### src/rtl/trb_pkg.sv
`timescale 1ns / 1ps
`default_nettype none
// ----------------------------------------------------------------------------
// trb_pkg
// Shared widths, constants, angle table and word types of the range and
// bearing pipeline.
// ----------------------------------------------------------------------------
package trb_pkg;

    localparam int CORDIC_ITERATIONS = 24;
    localparam int CORDIC_STEPS      = (CORDIC_ITERATIONS > 32) ? 32 : CORDIC_ITERATIONS;
    localparam int SQ_STEPS          = 32;
    localparam int SQ_TOP            = 62;
    localparam int XW                = 36;
    localparam int AW                = 34;
    localparam int ANG_DROP          = 8;
    localparam int ANG_HALF          = 128;
    localparam int ANGLE_360_Q16     = 23592960;

    localparam logic signed [AW-1:0] ANGLE_180_Q24 = 34'sd3019898880;

    localparam logic [29:0] ATAN_Q24 [32] = '{
        30'd754974720, 30'd445687602, 30'd235489088, 30'd119537938,
        30'd60000934,  30'd30029717,  30'd15018523,  30'd7509720,
        30'd3754917,   30'd1877466,   30'd938734,    30'd469367,
        30'd234684,    30'd117342,    30'd58671,     30'd29335,
        30'd14668,     30'd7334,      30'd3667,      30'd1833,
        30'd917,       30'd458,       30'd229,       30'd115,
        30'd57,        30'd29,        30'd14,        30'd7,
        30'd4,         30'd2,         30'd1,         30'd0
    };

    typedef enum logic [1:0] {
        CFG_CENTER_X       = 2'd0,
        CFG_CENTER_Y       = 2'd1,
        CFG_RADIUS_SQUARED = 2'd2
    } t_cfg_idx;

    typedef struct packed {
        logic signed [XW-1:0] x;
        logic signed [XW-1:0] y;
        logic signed [AW-1:0] ang;
        logic                 zero;
    } t_cord;

    typedef struct packed {
        logic                 valid;
        logic                 in_circle;
        logic [63:0]          d2;
        logic [63:0]          sq_n;
        logic [63:0]          sq_r;
        logic signed [XW-1:0] x;
        logic signed [XW-1:0] y;
        logic signed [AW-1:0] ang;
        logic                 zero;
    } t_word;

    typedef struct packed {
        logic        in_circle;
        logic [62:0] d2;
        logic [31:0] root;
        logic [24:0] bear;
    } t_res;

endpackage
`default_nettype wire

### src/rtl/trb_cell.sv
`timescale 1ns / 1ps
`default_nettype none
// ----------------------------------------------------------------------------
// trb_cell
// One cell of the chain: one square-root digit step and, for an index below
// CORDIC_STEPS, one vectoring rotation step, registered.
// ----------------------------------------------------------------------------
module trb_cell (
    input  logic           i_clk,
    input  logic           i_rst_n,
    input  logic           i_en,
    input  logic [4:0]     i_idx,
    input  trb_pkg::t_word i_w,
    output trb_pkg::t_word o_w
);
    import trb_pkg::*;

    t_word                r_w;
    t_word                n_w;
    logic [5:0]           sq_sh;
    logic [63:0]          sq_bit;
    logic [63:0]          sq_trial;
    logic signed [XW-1:0] xs, ys;
    logic signed [AW-1:0] da;

    always_comb begin
        n_w      = i_w;
        sq_sh    = 6'(SQ_TOP) - {i_idx, 1'b0};
        sq_bit   = 64'd1 << sq_sh;
        sq_trial = i_w.sq_r + sq_bit;
        if (i_w.sq_n >= sq_trial) begin
            n_w.sq_n = i_w.sq_n - sq_trial;
            n_w.sq_r = (i_w.sq_r >> 1) + sq_bit;
        end else begin
            n_w.sq_r = i_w.sq_r >> 1;
        end
        xs = $signed(i_w.x) >>> i_idx;
        ys = $signed(i_w.y) >>> i_idx;
        da = $signed({{(AW-30){1'b0}}, ATAN_Q24[i_idx]});
        if ({1'b0, i_idx} < 6'(CORDIC_STEPS)) begin
            if (!i_w.y[XW-1]) begin
                n_w.x   = i_w.x + ys;
                n_w.y   = i_w.y - xs;
                n_w.ang = i_w.ang + da;
            end else begin
                n_w.x   = i_w.x - ys;
                n_w.y   = i_w.y + xs;
                n_w.ang = i_w.ang - da;
            end
        end
    end

    always_ff @(posedge i_clk) begin
        if (!i_rst_n) begin
            r_w.valid <= 1'b0;
        end else if (i_en) begin
            r_w <= n_w;
        end
    end

    assign o_w = r_w;

endmodule
`default_nettype wire

### config.mk
export PLATFORM = sky130hd
export DESIGN_NAME = trb_cell
export DESIGN_NICKNAME = d
export VERILOG_FILES = /design/src/rtl/trb_pkg.sv /design/src/rtl/trb_cell.sv
export SDC_FILE = /design/constraint.sdc
export NUM_CORES = 1
export LEC_CHECK = 0
export ABC_AREA = 0
export BUFFER_PORTS_ARGS = -buffer_cell sky130_fd_sc_hd__buf_2
export CAP_MARGIN = 10
export CORE_MARGIN = 2
export CORE_UTILIZATION = 30
export DETAILED_ROUTE_END_ITERATION = 8
export GPL_TIMING_DRIVEN = 0
export PLACE_DENSITY = 0.5
export SLEW_MARGIN = 20
export SYNTH_ARGS = -nofsm -noshare
export SYNTH_HDL_FRONTEND = slang
export SYNTH_SLANG_ARGS = --single-unit
### constraint.sdc
create_clock -name i_clk -period 13.15 [get_ports i_clk]
set_input_delay 3.2875 -clock i_clk [delete_from_list [all_inputs] [get_ports i_clk]]
set_output_delay 3.2875 -clock i_clk [all_outputs]
set_load 0.1 [all_outputs]
==> results.yml <==
outcome:
  status: "completed"
timing:
  worstMarginPinSlew_ns: 1.23
  max_clock_freq_mhz: 79.1
  fin_worst_skew_ns: 0
  slew_viol_final: 0
  report.final.hold_viol_count: 0
  min_period_over_period: 0.961
  fin_setup_tns_ns: 0
  maxSlewHeadroom: 0.182
  holdWs_ns: 0.520
  setup_viol: 0
  rsz0062_at_grt: "no"
  period_needed_ns: 12.64
finish:
  areaGrowthSynthToFinish_pct: 19.3
  largest_register_ffs: 301
  utilization: 0.361
  finalNetCount: 4940
  drive_above_1_share: 0.210
grt:
  antenna_found_initial: 46
  grt_pass1_vias: 31500
  grt_pass1_wl_um: 219000
  grt-ovfl-total: 0
  grt.total_usage: 0.268
  grt_max_degree: 54
synthesis:
  synth_fp_nets: 4291
  avgSynthCellArea_um2: 8.63
  ys_warn_count: 0
  synth_edf_count: 300
  ys_ff_latch: 301
  postSynth.asyncResetShare: 0
  synth_cell_types: 117
  synth_flop_cell: "edfxtp_1"
  seq_area_frac_synth: 0.279
  netlist_area_mm2: 0.0324
  syn_inst: 3750
clock_tree:
  cts_sinks: 301
  cts.htree.levels: 2
  clk_latency_ns: 0.63
  clockBufferDepth: 3
  cts_tree: "done"
  cts_root_buf: "clkbuf_16"
  cts-buffers-inserted: 40
  hold_buffers: 0
  clkTransAtPathRegs_ns: 0.06
setup_path:
  r2r-start: "o_w[300]"
  timing.rr.end: "o_w[300]"
  cp_data_arrival_time_ns: 12.97
  worstSetupPathType: "primary input to flop"
  end_kind: "flop"
  cp_data_required_time_ns: 13.48
  path_max_fanout: 10
  r2r_setup_slack_ns: 12.57
  max_stage_delay_ns: 0.57
  crit_path_top_delay_cell: "o21ai_1"
  ff2ff_path_depth: 2
  start_kind: "primary input"
run:
  maxCapViolations: 0
drt:
  routed_wl_um: 155000
  drt_drc_violations_left: 0
  first_iter_violations: 2845
  first_pass_iters: 8
  wire_per_inst_um: 26.5
  vias_per_cell: 5.63
  vias: 32900
  detail-route-antenna-nets: 0
power:
  leakagePower_nw: 15.9
  powerDensity_mw_per_mm2: 122
  ir_drop_uv: 92.5
  power_w: 0.00470
placement:
  gp_congestion: 1.02
  io_buffers: 599
  dp_hpwl_um: 125000
die:
  start_util: 0.302
  die_x_um: 333
  io_pins: 610
  dieArea_mm2: 0.111
  row_count: 120
  die_y_um: 333
  coreArea_mm2: 0.107
min_path:
  min_path_cells: 2
  hold_path_class: "flop to flop"
  min_to: "o_w[300]"
  min_from: "o_w[300]"
## cell type report
type                       instances  area [um^2]
sequential                       301         9030
inverter                          92          345
multi-input combinational       3143        22100
timing repair buffer             609         3190
buffer                           212          970
antenna                           18         45.0
fill                           11300        68400
clock buffer                      48         1040
tap                             1403         1760
clock inverter                    19          179
## per-layer routing
metal	track usage	share of wire	up-vias
li1	-	-	15300
met1	0.334	0.40	15800
met3	0.0598	0.084	336
met2	0.450	0.47	1465
met5	0	0.0015	-
met4	0.101	0.042	40
## stage by stage
stage	setup WS [ns]	instances	cell area, um^2
after floorplan	2.35	3750	32400
after global placement	-2.43	5752	37100
after detailed placement	-2.45	5759	37300
after CTS	0.00603	5825	38600
after global routing	0.111	5834	38600
final	0.511	5845	38600
## synth_stat cells, types with 51 or more instances
| library cell | instances | area share |
|---|---|---|
| mux2i_1 | 51 | 0.016 |
| clkbuf_1 | 142 | 0.016 |
| ha_1 | 228 | 0.088 |
| nand2_1 | 401 | 0.046 |
| xor2_1 | 168 | 0.045 |
| xnor2_1 | 200 | 0.054 |
| mux4_2 | 79 | 0.055 |
| inv_1 | 88 | 0.010 |
| and3_1 | 51 | 0.0099 |
| a21o_1 | 116 | 0.027 |
| a31oi_1 | 86 | 0.017 |
| edfxtp_1 | 300 | 0.28 |
| a21oi_1 | 350 | 0.054 |
| nor2_1 | 359 | 0.042 |
| nor3_1 | 54 | 0.0083 |
| o21ai_0 | 264 | 0.041 |
| nand3_1 | 74 | 0.011 |
## cells by family after synthesis
logic type,after synthesis,synth area share
compound gates,1149,0.224
xor+xnor,368,0.0996
fa+ha+maj,243,0.0940
buf+inv,306,0.0399
flops,301,0.279
mux,169,0.0852
simple gates,1214,0.178
## critical path: cells and delay by family
kind / cells / cell delay, ns
buf+inv: 11 / 3.78
simple gates: 9 / 2.43
compound gates: 10 / 2.38
fa+ha+maj: 3 / 0.88
xor+xnor: 1 / 0.17
## how the worst max path moves through the flow
| stage | startpoint | end | cells past startpoint |
|---|---|---|---|
| after floorplan | i_idx[2] | o_w[123] | 35 |
| after global placement | i_idx[4] | o_w[151] | 37 |
| after detailed placement | i_idx[4] | o_w[151] | 37 |
| after CTS | i_idx[2] | o_w[127] | 36 |
| after global routing | i_idx[2] | o_w[138] | 37 |
| final | i_idx[4] | o_w[151] | 34 |
## cells in the final DEF (no fill, tap or decap), types with 54 or more instances in the layout
cell type  count
buf_2        636
nand2_1      401
nor2_1       356
a21oi_1      350
edfxtp_1     300
o21ai_0      264
ha_1         228
xnor2_1      200
xor2_1       168
clkbuf_1     129
a21o_1       116
inv_1         88
a31oi_1       86
mux4_2        79
nand3_1       74
nor3_1        54
## power breakdown
part	switching [W]	total, W	internal [W]
combinational	0.00174	0.00240	0.000661
clock	0.000481	0.00107	0.000587
sequential	0.0000293	0.00123	0.00120
## repair_timing
action                     4_1_cts  5_1_grt
setup endpoints to repair      128      127
setup buffers                    0        3
pin swaps                        0        1
gates resized for setup         18       14
Note: power is estimated with default switching activity, not from simulation.
