===== config.mk =====
export PLATFORM = sky130hd
export DESIGN_NAME = trb_out
export DESIGN_NICKNAME = d
export VERILOG_FILES = /design/src/rtl/trb_pkg.sv /design/src/rtl/trb_out.sv
export SDC_FILE = /design/constraint.sdc
export NUM_CORES = 1
export LEC_CHECK = 0
export ABC_AREA = 1
export BUFFER_PORTS_ARGS = -buffer_cell sky130_fd_sc_hd__clkbuf_2
export CORE_ASPECT_RATIO = 0.7
export CORE_UTILIZATION = 40
export DETAILED_ROUTE_END_ITERATION = 6
export GPL_TIMING_DRIVEN = 0
export HOLD_SLACK_MARGIN = 0.1
export PLACE_DENSITY = 0.65
export SETUP_SLACK_MARGIN = 0.02
export SLEW_MARGIN = 20
export SYNTH_ARGS = -nofsm -noshare
export SYNTH_HDL_FRONTEND = slang
export SYNTH_SLANG_ARGS = --single-unit

===== constraint.sdc =====
create_clock -name i_clk -period 12.5 [get_ports i_clk]
set_input_delay 0.625 -clock i_clk [delete_from_list [all_inputs] [get_ports i_clk]]
set_output_delay 0.625 -clock i_clk [all_outputs]
set_load 0.02 [all_outputs]

===== src/rtl/trb_pkg.sv =====
`timescale 1ns / 1ps
`default_nettype none
// ----------------------------------------------------------------------------
// trb_pkg
// Shared widths, constants, angle table and word types of the range and
// bearing pipeline.
// ----------------------------------------------------------------------------
package trb_pkg;

    localparam int CORDIC_ITERATIONS = 24;
    localparam int CORDIC_STEPS      = (CORDIC_ITERATIONS > 32) ? 32 : CORDIC_ITERATIONS;
    localparam int SQ_STEPS          = 32;
    localparam int SQ_TOP            = 62;
    localparam int XW                = 36;
    localparam int AW                = 34;
    localparam int ANG_DROP          = 8;
    localparam int ANG_HALF          = 128;
    localparam int ANGLE_360_Q16     = 23592960;

    localparam logic signed [AW-1:0] ANGLE_180_Q24 = 34'sd3019898880;

    localparam logic [29:0] ATAN_Q24 [32] = '{
        30'd754974720, 30'd445687602, 30'd235489088, 30'd119537938,
        30'd60000934,  30'd30029717,  30'd15018523,  30'd7509720,
        30'd3754917,   30'd1877466,   30'd938734,    30'd469367,
        30'd234684,    30'd117342,    30'd58671,     30'd29335,
        30'd14668,     30'd7334,      30'd3667,      30'd1833,
        30'd917,       30'd458,       30'd229,       30'd115,
        30'd57,        30'd29,        30'd14,        30'd7,
        30'd4,         30'd2,         30'd1,         30'd0
    };

    typedef enum logic [1:0] {
        CFG_CENTER_X       = 2'd0,
        CFG_CENTER_Y       = 2'd1,
        CFG_RADIUS_SQUARED = 2'd2
    } t_cfg_idx;

    typedef struct packed {
        logic signed [XW-1:0] x;
        logic signed [XW-1:0] y;
        logic signed [AW-1:0] ang;
        logic                 zero;
    } t_cord;

    typedef struct packed {
        logic                 valid;
        logic                 in_circle;
        logic [63:0]          d2;
        logic [63:0]          sq_n;
        logic [63:0]          sq_r;
        logic signed [XW-1:0] x;
        logic signed [XW-1:0] y;
        logic signed [AW-1:0] ang;
        logic                 zero;
    } t_word;

    typedef struct packed {
        logic        in_circle;
        logic [62:0] d2;
        logic [31:0] root;
        logic [24:0] bear;
    } t_res;

endpackage
`default_nettype wire


===== src/rtl/trb_out.sv =====
`timescale 1ns / 1ps
`default_nettype none
// ----------------------------------------------------------------------------
// trb_out
// Bearing rounding and wrap, squared distance clamp, and a two-word output
// queue that sets the pipeline advance.
// ----------------------------------------------------------------------------
module trb_out (
    input  logic           i_clk,
    input  logic           i_rst_n,
    input  trb_pkg::t_word i_w,
    output logic           o_adv,
    output logic           o_valid,
    input  logic           i_ready,
    output logic [127:0]   o_data
);
    import trb_pkg::*;

    logic                 r_b_valid;
    t_res                 r_b;
    t_res                 n_b;
    t_res                 r_q0, r_q1;
    logic [1:0]           r_cnt;
    logic signed [AW-1:0] ang_r, ang_q;
    logic signed [25:0]   b26;
    logic [25:0]          bw;
    logic                 push, pop;

    always_comb begin
        ang_r = i_w.ang + AW'(ANG_HALF);
        ang_q = ang_r >>> ANG_DROP;
        b26   = $signed(ang_q[25:0]);
        if (b26[25]) begin
            bw = b26 + 26'(ANGLE_360_Q16);
        end else if (b26 >= 26'(ANGLE_360_Q16)) begin
            bw = b26 - 26'(ANGLE_360_Q16);
        end else begin
            bw = b26;
        end
        n_b.in_circle = i_w.in_circle;
        n_b.d2        = i_w.d2[63] ? {63{1'b1}} : i_w.d2[62:0];
        n_b.root      = i_w.sq_r[31:0];
        n_b.bear      = i_w.zero ? 25'd0 : bw[24:0];
    end

    assign o_adv   = (r_cnt != 2'd2);
    assign o_valid = (r_cnt != 2'd0);
    assign push    = o_adv && r_b_valid;
    assign pop     = o_valid && i_ready;
    assign o_data  = {7'd0, r_q0.bear, r_q0.root, r_q0.d2, r_q0.in_circle};

    always_ff @(posedge i_clk) begin
        if (!i_rst_n) begin
            r_b_valid <= 1'b0;
        end else if (o_adv) begin
            r_b_valid <= i_w.valid;
        end
    end

    always_ff @(posedge i_clk) begin
        if (o_adv) begin
            r_b <= n_b;
        end
    end

    always_ff @(posedge i_clk) begin
        if (!i_rst_n) begin
            r_cnt <= 2'd0;
        end else if (push && !pop) begin
            r_cnt <= r_cnt + 2'd1;
        end else if (pop && !push) begin
            r_cnt <= r_cnt - 2'd1;
        end
    end

    always_ff @(posedge i_clk) begin
        if (push && !pop) begin
            if (r_cnt == 2'd0) begin
                r_q0 <= r_b;
            end else begin
                r_q1 <= r_b;
            end
        end else if (pop && !push) begin
            r_q0 <= r_q1;
        end else if (pop && push) begin
            if (r_cnt == 2'd1) begin
                r_q0 <= r_b;
            end else begin
                r_q0 <= r_q1;
                r_q1 <= r_b;
            end
        end
    end

    a_cnt_range: assert property (@(posedge i_clk) disable iff (!i_rst_n)
        r_cnt != 2'd3)
        else $error("output queue count out of range");

    a_stall_hold: assert property (@(posedge i_clk) disable iff (!i_rst_n)
        (!o_adv && r_b_valid) |=> r_b_valid)
        else $error("formatted word lost while stalled");

    a_full_push: assert property (@(posedge i_clk) disable iff (!i_rst_n)
        (r_cnt == 2'd2 && !pop) |=> (r_cnt == 2'd2))
        else $error("full queue changed without a pop");

    a_bear_range: assert property (@(posedge i_clk) disable iff (!i_rst_n)
        o_valid |-> (r_q0.bear < 25'(ANGLE_360_Q16)))
        else $error("bearing outside one turn");

endmodule
`default_nettype wire


==> impl_metrics.tcl <==
set metrics [dict create \
    status "complete, no violations" \
    crit_path_start "r_cnt[0]" \
    r2r_start "r_cnt[0]" \
    setup_ws_ns 9.19 \
    yosys_register_bits 366 \
    grt_use_total 0.167 \
    insertion_delay_ns 0.55 \
    grt_pass1_vias 7801 \
    max-cap-violations 0 \
    holdCritPathClass "input pin to flip-flop" \
    seqCellArea_um2 11000 \
    worst-slew-pin-transition_ns 0.810 \
    num-fill-cells 2981 \
    die_h_um 160 \
    placedCellCount 1595 \
    row_count 57 \
    drtPass1Iterations 4 \
    antenna_found_initial 1 \
    core_area_um2 34900 \
    dp_hpwl_um 21400 \
    endpoint_kind "flip-flop" \
    final_cell_mix "edfxtp_1 (363), clkbuf_2 (250), mux2_2 (121), nand2_1 (77), or2_2 (63)" \
    critPathMaxStageDelay_ns 0.66 \
    syn_area_per_cell_um2 16.8 \
    layout_commonest_cell "edfxtp_1" \
    clockBufferDepth 3 \
    drc_errors 0 \
    cts_tree "done" \
    die-area_um2 36400 \
    fin_crit_sh 0.264 \
    drt-total-wl_um 30300 \
    pre_cts_slack_ns 9.09 \
    critical_path.max_fanout 10 \
    slew_viol_final 0 \
    endpoint "o_data[37]" \
    ios 434 \
    fmax_mhz 303 \
    postRouteAntennaNets 0 \
    period_minus_slack_ns 3.31 \
    port_buffers 250 \
    cts.htree.levels 2 \
    vias 7778 \
    clock-sinks 366 \
    synth_cell_type_count 34 \
    multiInputGateArea_um2 3040 \
    maxSlewHeadroom 0.460 \
    setup_viol 0 \
    leakage_nw 6.57 \
    area_growth_pct 24.0 \
    criticalPathCategory "flip-flop to flip-flop" \
    finish.utilization 0.506 \
    cts_resized 0 \
    crit_slowest_cell "clkbuf_1" \
    synth_area_um2 14200 \
    fp.dieW_um 228 \
    hold_viol 0 \
    power_mw 4.34 \
    cp_data_arrival_time_ns 3.58 \
    via_per_inst 4.68 \
    finClkSkew_ns 0.0228 \
    ir_drop_mv 0.134 \
    synth_cells 848 \
    wire_per_inst_um 18.2 \
    yosys_warnings 0 \
    ys_seq_area_frac 0.769 \
    cts_made_buffers 37 \
    clkTransAtPathRegs_ns 0.06 \
    drive_gt1_frac 0.478 \
    rsz0062_at_grt "false" \
    dpl_cell_area_um2 16500 \
    drt_iter0_markers 481 \
    cts_hold_buf 0 \
    reg2reg_to "o_data[37]" \
    final-instance-count-excl-fill 1662 \
    p_per_area_nw_per_um2 245 \
    ff2ff_path_depth 9 \
    required_ns 12.77 \
    cp-start-kind "flip-flop" \
    cts_root_buf "clkbuf_16" \
    grt_start_max_net_pins 87 \
    grt-ovfl-total 0 \
    initial_core_util 0.408 \
    r2r_setup_slack_ns 9.19 \
    crit_chain "inv_1 -> ha_1 -> nor2_1 -> inv_1 -> ha_1 -> o21bai_1 -> clkbuf_1 -> buf_2 -> mux2_2" \
    grt_pass1_wl_um 45400 \
    finish.instance_area_um2 17700 \
    cts_setup_buffers 0 \
    routabilityCongestion 0.848 \
    final_nets 1474 \
]
-- worst max-delay path: cells and delay by family (launching register included) --
family          cells  cell delay, ns
simple gates        1            0.18
mux                 1            0.39
compound gates      1            0.33
fa+ha+maj           2            0.50
flops               1            0.36
buf+inv             4            1.29
-- cell type report --
class                   instances  share of cell area
flip-flops and latches        366               0.621
multi-input cells             421               0.172
repair buffers                269              0.0907
clock buffers                  42              0.0535
well taps                     472              0.0334
clock inverters                23              0.0124
inverters                      39             0.00871
plain buffers                  28             0.00808
diodes                          2            0.000283
-- cell families (layout without fill, tap and decap cells) --
group / count (synthesis) / count (layout) / share of synthesized area
xor+xnor: 11 / 11 / 0.00676
simple gates: 240 / 240 / 0.0864
fa+ha+maj: 8 / 8 / 0.00703
flops: 366 / 366 / 0.769
mux: 121 / 121 / 0.0956
other cells: 1 / 9 / 0.000263
compound gates: 34 / 34 / 0.0142
buf+inv: 67 / 401 / 0.0203
-- worst min-delay path by stage --
stage	from	cells after the start	end	slack (ns)
2_1_floorplan	r_b[0]	0	r_q1[0]	0.42
3_3_place_gp	r_b[116]	0	r_q1[116]	0.42
3_5_place_dp	r_b[60]	0	r_q1[60]	0.43
4_1_cts	i_w[299]	1	r_b[120]	0.21
5_1_grt	i_w[299]	1	r_b[120]	0.22
6_report	i_w[299]	1	r_b[120]	0.25
-- metal layers --
| layer | up-vias | track usage | wire [um] |
|---|---|---|---|
| met5 | - | 0 | 0 |
| met4 | 0 | 0.0476 | 638 |
| met3 | 44 | 0.0445 | 2340 |
| met2 | 255 | 0.257 | 13400 |
| met1 | 3766 | 0.233 | 13900 |
| li1 | 3713 | - | - |
-- through the flow --
stage	setup TNS, ns	hold slack [ns]
CTS	0	0.211
global route	0	0.216
finish	0	0.251
detailed placement	0	0.428
global placement	-977.19	0.423
floorplan	0	0.420
-- state kept, by name, indices dropped and copies added (netlist names) --
register,count
r_q1,121
o_data,121
r_cnt,2
r_b,121
r_b_valid,1
-- power by group --
part / internal [mW] / leakage (nW) / switching, mW
Sequential: 1.90 / 3.45 / 0.122
Clock: 0.610 / 0.563 / 0.460
Combinational: 0.476 / 2.55 / 0.765
Total: 2.99 / 6.57 / 1.35
-- synth_stat cells --
library cell | n | area [um^2]
a211oi_1 | 2 | 15.0
a21oi_1 | 12 | 60.1
a21oi_2 | 4 | 35.0
buf_2 | 9 | 45.0
buf_4 | 7 | 52.6
clkbuf_1 | 12 | 45.0
conb_1 | 1 | 3.75
dfxtp_1 | 3 | 60.1
edfxtp_1 | 363 | 10900
ha_1 | 8 | 100
inv_1 | 35 | 131
inv_2 | 4 | 15.0
mux2_2 | 121 | 1360
nand2_1 | 77 | 289
nand2_2 | 14 | 87.6
nand2_4 | 4 | 45.0
nand3_1 | 15 | 75.1
nand3_2 | 1 | 10.0
nand3b_1 | 2 | 15.0
nand4_1 | 1 | 6.26
nor2_1 | 43 | 161
nor2_2 | 11 | 68.8
nor2_4 | 5 | 56.3
nor3_1 | 3 | 15.0
nor3b_1 | 1 | 7.51
o211ai_1 | 1 | 7.51
o21a_1 | 1 | 7.51
o21ai_0 | 10 | 50.1
o21ai_1 | 2 | 10.0
o21ba_2 | 1 | 10.0
o21bai_1 | 1 | 7.51
or2_2 | 63 | 394
xnor2_1 | 6 | 52.6
xor2_1 | 5 | 43.8
Power figures use the tool's default switching activity.
